--- src/hw/rtl/rsd_pkg.sv ---
package rsd_pkg;

    localparam int COL_W   = 8;
    localparam int ROW_W   = 8;
    localparam int X_W     = 10;
    localparam int LEN_W   = 8;
    localparam int COLOR_W = 16;
    localparam int CFG_W   = 64;
    localparam int IDX_W   = 3;
    localparam int IN_W    = 16;
    localparam int OUT_W   = 64;

    localparam logic [IDX_W-1:0] CFG_CLIP_OFFSET      = 3'd0;
    localparam logic [IDX_W-1:0] CFG_VISIBLE_WIDTH    = 3'd1;
    localparam logic [IDX_W-1:0] CFG_DEST_X           = 3'd2;
    localparam logic [IDX_W-1:0] CFG_PALETTE_LOW      = 3'd3;
    localparam logic [IDX_W-1:0] CFG_PALETTE_MID_LOW  = 3'd4;
    localparam logic [IDX_W-1:0] CFG_PALETTE_MID_HIGH = 3'd5;
    localparam logic [IDX_W-1:0] CFG_PALETTE_HIGH     = 3'd6;

    localparam logic [COL_W-1:0] VISIBLE_WIDTH_RESET = 8'd132;

    typedef struct packed {
        logic load;
        logic step;
        logic capture;
        logic push;
        logic last;
    } cmd_t;

    typedef struct packed {
        logic more;
        logic hit;
        logic pend_valid;
        logic out_free;
    } status_t;

endpackage

--- src/hw/rtl/rsd_ctrl.sv ---
module rsd_ctrl
(
    input  logic            clk,
    input  logic            rst_n,
    input  logic            s_tvalid,
    output logic            s_tready,
    input  rsd_pkg::status_t st,
    output rsd_pkg::cmd_t    cmd
);

    typedef enum logic [1:0] {
        IDLE,
        RUN,
        FLUSH
    } state_t;

    state_t state_reg;
    state_t state_next;

    always_comb
    begin
        state_next  = state_reg;
        cmd         = '0;
        s_tready    = 1'b0;
        unique case (state_reg)
            IDLE:
            begin
                s_tready = 1'b1;
                if (s_tvalid)
                begin
                    cmd.load   = 1'b1;
                    state_next = RUN;
                end
            end
            RUN:
            begin
                if (!st.more)
                begin
                    state_next = FLUSH;
                end
                else if (!(st.hit && st.pend_valid && !st.out_free))
                begin
                    cmd.step    = 1'b1;
                    cmd.capture = st.hit;
                    cmd.push    = st.hit && st.pend_valid;
                end
            end
            FLUSH:
            begin
                if (!st.pend_valid)
                begin
                    state_next = IDLE;
                end
                else if (st.out_free)
                begin
                    cmd.push   = 1'b1;
                    cmd.last   = 1'b1;
                    state_next = IDLE;
                end
            end
            default:
            begin
                state_next = IDLE;
            end
        endcase
    end

    always_ff @(posedge clk or negedge rst_n)
    begin
        if (!rst_n)
        begin
            state_reg <= IDLE;
        end
        else
        begin
            state_reg <= state_next;
        end
    end

endmodule

--- src/hw/rtl/rsd_datapath.sv ---
module rsd_datapath
#(
    parameter int SPRITE_WIDTH  = 132,
    parameter int SPRITE_HEIGHT = 64
)
(
    input  logic                             clk,
    input  logic                             rst_n,
    input  logic                             cfg_we,
    input  logic [rsd_pkg::IDX_W-1:0]        cfg_index,
    input  logic [rsd_pkg::CFG_W-1:0]        cfg_data,
    input  logic [rsd_pkg::IN_W-1:0]         s_tdata,
    output logic                             m_tvalid,
    input  logic                             m_tready,
    output logic [rsd_pkg::OUT_W-1:0]        m_tdata,
    output logic                             m_tlast,
    output logic                             m_tuser,
    input  rsd_pkg::cmd_t                    cmd,
    output rsd_pkg::status_t                 st
);

    localparam logic [8:0] WIDTH9  = 9'(SPRITE_WIDTH);
    localparam logic [8:0] HEIGHT9 = 9'(SPRITE_HEIGHT);

    logic [rsd_pkg::COL_W-1:0]   clip_offset_reg;
    logic [rsd_pkg::COL_W-1:0]   visible_width_reg;
    logic [rsd_pkg::X_W-1:0]     dest_x_reg;
    logic [rsd_pkg::CFG_W-1:0]   palette_reg [4];

    logic [rsd_pkg::COL_W-1:0]   col_reg;
    logic [rsd_pkg::ROW_W-1:0]   row_reg;
    logic                        fin_reg;
    logic [7:0]                  rem_reg;
    logic                        done_now_reg;
    logic [rsd_pkg::COLOR_W-1:0] hi_color_reg;
    logic [rsd_pkg::COLOR_W-1:0] lo_color_reg;

    logic                        pend_valid_reg;
    logic [rsd_pkg::ROW_W-1:0]   pend_row_reg;
    logic [rsd_pkg::X_W-1:0]     pend_x_reg;
    logic [rsd_pkg::LEN_W-1:0]   pend_len_reg;
    logic [rsd_pkg::COLOR_W-1:0] pend_c1_reg;
    logic [rsd_pkg::COLOR_W-1:0] pend_c2_reg;

    logic                        out_valid_reg;
    logic [rsd_pkg::OUT_W-1:0]   out_data_reg;
    logic                        out_last_reg;
    logic                        out_done_reg;

    logic [3:0]                  hi_idx;
    logic [3:0]                  lo_idx;
    logic [rsd_pkg::COLOR_W-1:0] hi_color;
    logic [rsd_pkg::COLOR_W-1:0] lo_color;
    logic [8:0]                  win_lo;
    logic [8:0]                  win_hi;
    logic [8:0]                  col9;
    logic [7:0]                  pairs_left;
    logic [7:0]                  take;
    logic [8:0]                  col_adv;
    logic [8:0]                  span_end;
    logic [8:0]                  vs;
    logic [8:0]                  ve;
    logic [8:0]                  x_off;
    logic [rsd_pkg::X_W-1:0]     span_x;
    logic [8:0]                  row_inc;
    logic                        row_wrap;
    logic                        out_free;

    // palette lookup, four colors per config word
    assign hi_idx   = s_tdata[15:12];
    assign lo_idx   = s_tdata[11:8];
    assign hi_color = palette_reg[hi_idx[3:2]][{hi_idx[1:0], 4'd0} +: rsd_pkg::COLOR_W];
    assign lo_color = palette_reg[lo_idx[3:2]][{lo_idx[1:0], 4'd0} +: rsd_pkg::COLOR_W];

    // visible window, clamped to the sprite width
    always_comb
    begin
        win_lo = {1'b0, clip_offset_reg};
        if (win_lo > WIDTH9)
        begin
            win_lo = WIDTH9;
        end
        win_hi = {1'b0, clip_offset_reg} + {1'b0, visible_width_reg};
        if (win_hi > WIDTH9)
        begin
            win_hi = WIDTH9;
        end
    end

    // one row piece of the current run
    always_comb
    begin
        col9       = {1'b0, col_reg};
        pairs_left = 8'((WIDTH9 - col9 + 9'd1) >> 1);
        take       = (rem_reg < pairs_left) ? rem_reg : pairs_left;
        col_adv    = col9 + {take, 1'b0};
        span_end   = (col_adv > WIDTH9) ? WIDTH9 : col_adv;
        vs         = (col9 > win_lo) ? col9 : win_lo;
        ve         = (span_end < win_hi) ? span_end : win_hi;
        x_off      = vs - win_lo;
        span_x     = dest_x_reg + {1'b0, x_off};
        row_inc    = {1'b0, row_reg} + 9'd1;
        row_wrap   = col_adv >= WIDTH9;
    end

    assign out_free      = !out_valid_reg || m_tready;
    assign st.more       = (rem_reg != 8'd0) && !fin_reg;
    assign st.hit        = vs < ve;
    assign st.pend_valid = pend_valid_reg;
    assign st.out_free   = out_free;

    // config registers
    always_ff @(posedge clk or negedge rst_n)
    begin
        if (!rst_n)
        begin
            clip_offset_reg   <= '0;
            visible_width_reg <= rsd_pkg::VISIBLE_WIDTH_RESET;
            dest_x_reg        <= '0;
            palette_reg[0]    <= '0;
            palette_reg[1]    <= '0;
            palette_reg[2]    <= '0;
            palette_reg[3]    <= '0;
        end
        else if (cfg_we)
        begin
            unique case (cfg_index)
                rsd_pkg::CFG_CLIP_OFFSET:      clip_offset_reg   <= cfg_data[7:0];
                rsd_pkg::CFG_VISIBLE_WIDTH:    visible_width_reg <= cfg_data[7:0];
                rsd_pkg::CFG_DEST_X:           dest_x_reg        <= cfg_data[9:0];
                rsd_pkg::CFG_PALETTE_LOW:      palette_reg[0]    <= cfg_data;
                rsd_pkg::CFG_PALETTE_MID_LOW:  palette_reg[1]    <= cfg_data;
                rsd_pkg::CFG_PALETTE_MID_HIGH: palette_reg[2]    <= cfg_data;
                rsd_pkg::CFG_PALETTE_HIGH:     palette_reg[3]    <= cfg_data;
                default:
                begin
                end
            endcase
        end
    end

    // position and run state
    always_ff @(posedge clk or negedge rst_n)
    begin
        if (!rst_n)
        begin
            col_reg        <= '0;
            row_reg        <= '0;
            fin_reg        <= 1'b0;
            rem_reg        <= '0;
            done_now_reg   <= 1'b0;
            pend_valid_reg <= 1'b0;
            out_valid_reg  <= 1'b0;
        end
        else
        begin
            if (cmd.load)
            begin
                rem_reg      <= s_tdata[7:0];
                done_now_reg <= 1'b0;
            end
            else if (cmd.step)
            begin
                rem_reg <= rem_reg - take;
                if (row_wrap)
                begin
                    col_reg <= '0;
                    row_reg <= row_inc[7:0];
                    if (row_inc >= HEIGHT9)
                    begin
                        fin_reg      <= 1'b1;
                        done_now_reg <= 1'b1;
                    end
                end
                else
                begin
                    col_reg <= col_adv[7:0];
                end
            end

            if (cmd.capture)
            begin
                pend_valid_reg <= 1'b1;
            end
            else if (cmd.push)
            begin
                pend_valid_reg <= 1'b0;
            end

            if (cmd.push)
            begin
                out_valid_reg <= 1'b1;
            end
            else if (m_tready)
            begin
                out_valid_reg <= 1'b0;
            end
        end
    end

    // payload
    always_ff @(posedge clk)
    begin
        if (cmd.load)
        begin
            hi_color_reg <= hi_color;
            lo_color_reg <= lo_color;
        end
        if (cmd.capture)
        begin
            pend_row_reg <= row_reg;
            pend_x_reg   <= span_x;
            pend_len_reg <= 8'(ve - vs);
            pend_c1_reg  <= vs[0] ? lo_color_reg : hi_color_reg;
            pend_c2_reg  <= vs[0] ? hi_color_reg : lo_color_reg;
        end
        if (cmd.push)
        begin
            out_data_reg <= {6'd0, pend_c2_reg, pend_c1_reg, pend_len_reg,
                             pend_x_reg, pend_row_reg};
            out_last_reg <= cmd.last;
            out_done_reg <= cmd.last && done_now_reg;
        end
    end

    assign m_tvalid = out_valid_reg;
    assign m_tdata  = out_data_reg;
    assign m_tlast  = out_last_reg;
    assign m_tuser  = out_done_reg;

endmodule

--- src/hw/rtl/rle_nibble_sprite_span_decoder.sv ---
// run-length decoder for a 4-bit palette sprite, emitting clipped row spans
// s_tdata carries one run: repeat count and a pixel pair (two palette indices,
// high nibble on the left). m_tdata carries one span per item: row, screen x,
// length and the two alternating colors; m_tlast marks the final span of a
// run, m_tuser marks the span that completes the last sprite row.
// config: cfg_we with cfg_index selects clip offset, visible width, dest x
// and the four palette words; write only while no run is in flight.
// flow: a run is accepted only in idle and walks the row pieces it covers in
// the piece loop (one piece per cycle while no visible piece waits for room at
// the output), then closes through flush before idle takes the next run.
// each span sits in a pending register until the next visible piece shows
// whether it is the last one; from there it is pushed into the output register
// that drives m_tvalid. a new run is not taken before the last one has been
// flushed and the block is back in idle.
// reset clears position, row, done flag and config to defaults; once the last
// row completes, every further run is taken and dropped. when m_tready is low
// the output register holds its span and the piece loop waits for room.
module rle_nibble_sprite_span_decoder
#(
    parameter int SPRITE_WIDTH  = 132,
    parameter int SPRITE_HEIGHT = 64
)
(
    input  logic        clk,
    input  logic        rst_n,
    input  logic        cfg_we,
    input  logic [2:0]  cfg_index,
    input  logic [63:0] cfg_data,
    input  logic        s_tvalid,
    output logic        s_tready,
    input  logic [15:0] s_tdata,   // run_count, pixel_pair
    output logic        m_tvalid,
    input  logic        m_tready,
    output logic [63:0] m_tdata,   // row_index, screen_x, span_length, first_color, second_color
    output logic        m_tlast,
    output logic        m_tuser    // image_done
);

    rsd_pkg::cmd_t    cmd;
    rsd_pkg::status_t st;

    rsd_ctrl u_ctrl
    (
        .clk      (clk),
        .rst_n    (rst_n),
        .s_tvalid (s_tvalid),
        .s_tready (s_tready),
        .st       (st),
        .cmd      (cmd)
    );

    rsd_datapath
    #(
        .SPRITE_WIDTH  (SPRITE_WIDTH),
        .SPRITE_HEIGHT (SPRITE_HEIGHT)
    )
    u_datapath
    (
        .clk       (clk),
        .rst_n     (rst_n),
        .cfg_we    (cfg_we),
        .cfg_index (cfg_index),
        .cfg_data  (cfg_data),
        .s_tdata   (s_tdata),
        .m_tvalid  (m_tvalid),
        .m_tready  (m_tready),
        .m_tdata   (m_tdata),
        .m_tlast   (m_tlast),
        .m_tuser   (m_tuser),
        .cmd       (cmd),
        .st        (st)
    );

endmodule

--- config.mk ---
export PLATFORM = sky130hd
export DESIGN_NAME = rle_nibble_sprite_span_decoder
export DESIGN_NICKNAME = d
export VERILOG_FILES = /design/src/hw/rtl/rsd_pkg.sv /design/src/hw/rtl/rsd_ctrl.sv /design/src/hw/rtl/rsd_datapath.sv /design/src/hw/rtl/rle_nibble_sprite_span_decoder.sv
export SDC_FILE = /design/constraint.sdc
export NUM_CORES = 1
export LEC_CHECK = 0
export ABC_AREA = 1
export BUFFER_PORTS_ARGS = -buffer_cell sky130_fd_sc_hd__buf_2
export CORE_ASPECT_RATIO = 0.8
export CORE_MARGIN = 1
export CORE_UTILIZATION = 45
export DETAILED_ROUTE_END_ITERATION = 6
export GPL_TIMING_DRIVEN = 1
export PLACE_DENSITY = 0.76
export REMOVE_ABC_BUFFERS = 1
export SLEW_MARGIN = 40
export SYNTH_ARGS = -nofsm -noshare
export SYNTH_HDL_FRONTEND = slang
export SYNTH_SLANG_ARGS = --single-unit
--- constraint.sdc ---
create_clock -name clk -period 8.1 [get_ports clk]
set_input_delay 1.62 -clock clk [delete_from_list [all_inputs] [get_ports clk]]
set_output_delay 1.62 -clock clk [all_outputs]
set_load 0.05 [all_outputs]
==> results.sh <==
export IMPL_slowest_stage="dfrtp_1"
export IMPL_initial_core_util_pct=45.6
export IMPL_ctsRootBufferMaster="clkbuf_16"
export IMPL_groute_usage_overall_pct=22.7
export IMPL_outcome="complete, but fails checks"
export IMPL_fillCellCount=5000
export IMPL_grt_pass1_vias=19000
export IMPL_io_pins=156
export IMPL_skew_ns=0.0260
export IMPL_die_w_um=263
export IMPL_synthAdderAreaFrac_pct=4.77
export IMPL_largest_reg_flops=256
export IMPL_grt_overflow=0
export IMPL_drv_slew=0
export IMPL_hold_violations=0
export IMPL_synthCells=2942
export IMPL_worstReg2RegEnd="u_datapath.m_tdata[29]$_DFFE_PP_"
export IMPL_max_clock_path_buffers=3
export IMPL_port_buffers=149
export IMPL_slew_headroom_pct=45.2
export IMPL_wl_per_cell_um=17.0
export IMPL_ant_nets=0
export IMPL_gp_congestion=0.930
export IMPL_violations="design-rule violations"
export IMPL_critPathRequiredTime_ns=8.34
export IMPL_finalInstanceArea_um2=27500
export IMPL_max_stage_delay_ns=0.48
export IMPL_synth_area_um2=24600
export IMPL_startpoint_type="flop"
export IMPL_final_common_cell="nand2_1"
export IMPL_drive_gt1_share_pct=9.81
export IMPL_cp_arrival_ns=7.71
export IMPL_synth_seq_area_share_pct=50.0
export IMPL_viasPerCell=5.49
export IMPL_yosys_register_bits=461
export IMPL_path_clk_slew_ns=0.07
export IMPL_synth_warnings=0
export IMPL_min_period_ns=7.47
export IMPL_p_int_mw=5.16
export IMPL_numCtsBuffers=45
export IMPL_core_um2=53900
export IMPL_place_hpwl_um=40000
export IMPL_worst_r2r_path_depth=37
export IMPL_route_vias_total=20400
export IMPL_rows=76
export IMPL_finish_utilization_pct=51.0
export IMPL_worstMarginPinSlew_ns=0.822
export IMPL_vdd_drop_max_v=0.000174
export IMPL_antenna_cells=0
export IMPL_syn_to_final_growth_pct=11.8
export IMPL_htree_levels=2
export IMPL_clock_latency_ns=0.58
export IMPL_antenna_found_initial=0
export IMPL_ys_async_sr_fraction_pct=67.5
export IMPL_r2r_slack_ns=0.63
export IMPL_worstReg2RegStart="u_datapath.col_reg[1]$_DFFE_PN0P_"
export IMPL_synth_edff_count=150
export IMPL_drt_total_wl_um=63300
export IMPL_synthFlopType="dfrtp_1"
export IMPL_path_class="flop to flop"
export IMPL_cts_sinks=461
export IMPL_cts_setup_buffers=0
export IMPL_synth_largest_area_cell="dfrtp_1"
export IMPL_drv_cap=0
export IMPL_synthXorXnorAreaFrac_pct=1.24
export IMPL_path_common_cell="nand2_1"
export IMPL_drc=4
export IMPL_power_mw=8.00
export IMPL_p_per_area_nw_per_um2=291
export IMPL_die_area_um2=55500
export IMPL_finalSetupViolCount=0
export IMPL_synth_compound_area_share_pct=19.7
export IMPL_cts_tree="built"
export IMPL_power_frac_clock_pct=30.0
export IMPL_worstSetupEndpoint="u_datapath.m_tdata[29]$_DFFE_PP_"
export IMPL_yosys_top_cells_area="dfrtp_1 (31%), edfxtp_1 (18%), o21ai_0 (11%)"
export IMPL_register_area_um2=12300
export IMPL_crit_path_max_fanout=45
export IMPL_netlist_area_leader_share_pct=31.5
export IMPL_timing_final_ws_setup_ns=0.626
export IMPL_drtIter0Drc=2183
export IMPL_fmax_mhz=134
export IMPL_final_cell_mix="nand2_1 (667), o21ai_0 (542), inv_1 (326)"
export IMPL_multi_input_area_um2=10300
export IMPL_grt_setup_unrepaired="no"
export IMPL_finalSetupTns_ns=0
export IMPL_synth_top_family_by_area="compound AO/OA/AOI/OAI gates"
export IMPL_fin_crit_sh_pct=92.3
export IMPL_cp_startpoint="u_datapath.col_reg[1]$_DFFE_PN0P_"
export IMPL_grt_max_degree=143
export IMPL_dpl_cell_area_um2=25700
export IMPL_finalNetCount=3159
export IMPL_hold_class="flop to flop"
export IMPL_crit_path_end_kind="flop"
export IMPL_pre_cts_ws_ns=0.584
export IMPL_switching_power_mw=2.84
export IMPL_combPwrFrac_pct=31.6
export IMPL_synthMuxAreaShare_pct=0
export IMPL_first_pass_iters=7
export IMPL_grt_first_pass_wirelength_um=102000
export IMPL_die_h_um=211
export IMPL_synth_cell_types=49
export IMPL_synth_area_per_cell_um2=8.35
export IMPL_yosys_area_share_simple_pct=15.9
export IMPL_seqPwrFrac_pct=38.3
export IMPL_power_leakage_nw=12.7
export IMPL_switching_share_pct=35.5
power groups by stage:
stage	registers, mW	clock network (mW)	logic [mW]
2_1_floorplan	3.10	0	1.78
3_5_place_dp	3.10	0	2.49
4_1_cts	3.06	2.44	2.51
3_3_place_gp	3.09	0	2.43
6_report	3.07	2.40	2.53
5_1_grt	3.10	2.53	2.87
stage by stage:
| step | std cells | hold slack [ns] |
|---|---|---|
| floorplan | 2763 | 0.400 |
| global placement | 3633 | 0.400 |
| detailed placement | 3635 | 0.405 |
| CTS | 3718 | 0.413 |
| global route | 3719 | 0.414 |
| finish | 3719 | 0.410 |
final cells by class:
| cell class | count | area share (%) |
|---|---|---|
| Clock buffer | 58 | 4.70 |
| Clock inverter | 25 | 1.51 |
| Inverter | 335 | 4.59 |
| Multi-Input combinational cell | 1967 | 37.5 |
| Sequential cell | 461 | 44.7 |
| Tap cell | 702 | 3.20 |
| Timing Repair Buffer | 171 | 3.79 |
worst max-delay path: cells and delay by family (launching register included):
| kind | cells | cell delay, ns |
|---|---|---|
| adder cells (fa/ha/maj) | 5 | 1.57 |
| XOR/XNOR | 1 | 0.12 |
| flip-flops | 1 | 0.48 |
| buffers and inverters | 4 | 0.85 |
| AND/OR/NAND/NOR | 19 | 2.52 |
| AO/OA/AOI/OAI | 8 | 1.55 |
worst min path at each step:
stage / end / depth (start not counted) / slack [ns] / start
after global routing: u_datapath.m_tdata[39]$_DFFE_PP_ / 0 / 0.41 / u_datapath.pend_c1_reg[13]$_DFFE_PP_
after CTS: u_datapath.m_tdata[56]$_DFFE_PP_ / 0 / 0.41 / u_datapath.pend_c2_reg[14]$_DFFE_PP_
final: u_datapath.m_tdata[56]$_DFFE_PP_ / 0 / 0.41 / u_datapath.pend_c2_reg[14]$_DFFE_PP_
after detailed placement: u_datapath.m_tdata[35]$_DFFE_PP_ / 0 / 0.40 / u_datapath.pend_c1_reg[9]$_DFFE_PP_
after global placement: u_datapath.m_tdata[57]$_DFFE_PP_ / 0 / 0.40 / u_datapath.pend_c2_reg[15]$_DFFE_PP_
after floorplan: u_datapath.m_tdata[0]$_DFFE_PP_ / 0 / 0.40 / u_datapath.pend_row_reg[0]$_DFFE_PP_
repair_timing:
| item | 4_1_cts | 5_1_grt |
|---|---|---|
| gates resized for setup | 0 | 3 |
| endpoints found under the setup margin | 0 | 8 |
| endpoints found under the hold margin | 0 | 0 |
| hold buffers | 0 | 0 |
logic make-up (layout without fill, tap and decap cells):
logic type,after synthesis,count (layout)
and+or+nand+nor,932,932
AOI/OAI and AO/OA,903,903
buffers and inverters,520,589
DFF,461,461
adders and majority gates,90,90
xor gates and xnor gates,34,34
other,2,8
Yosys cell counts (3+ instances only):
cell / count
clkbuf_1: 130
nor2_4: 4
inv_2: 5
nand2_1: 672
nor2_1: 53
nand3_1: 156
fa_1: 6
nand3_2: 3
a21oi_1: 237
nand4_1: 8
o211ai_1: 69
nand3b_1: 4
nor3_1: 5
buf_4: 8
o221ai_1: 31
nand2_4: 6
ha_1: 84
a21o_1: 4
xnor2_1: 16
dfrtp_1: 309
edfxtp_1: 150
o21ai_0: 542
buf_6: 3
o21ai_1: 11
xor2_1: 17
buf_1: 19
nor2_2: 3
or2_2: 5
buf_2: 23
nand2_2: 7
inv_1: 329
routing by layer:
metal  part of all wire (%)  vias up  GRT usage, %
met3                    7.5      108          3.60
met5                      0        -             0
met2                     45      774          36.0
li1                       -     9940             -
met4                    2.1        0          6.11
met1                     46     9612          32.4
(Power assumes the default switching activity.)
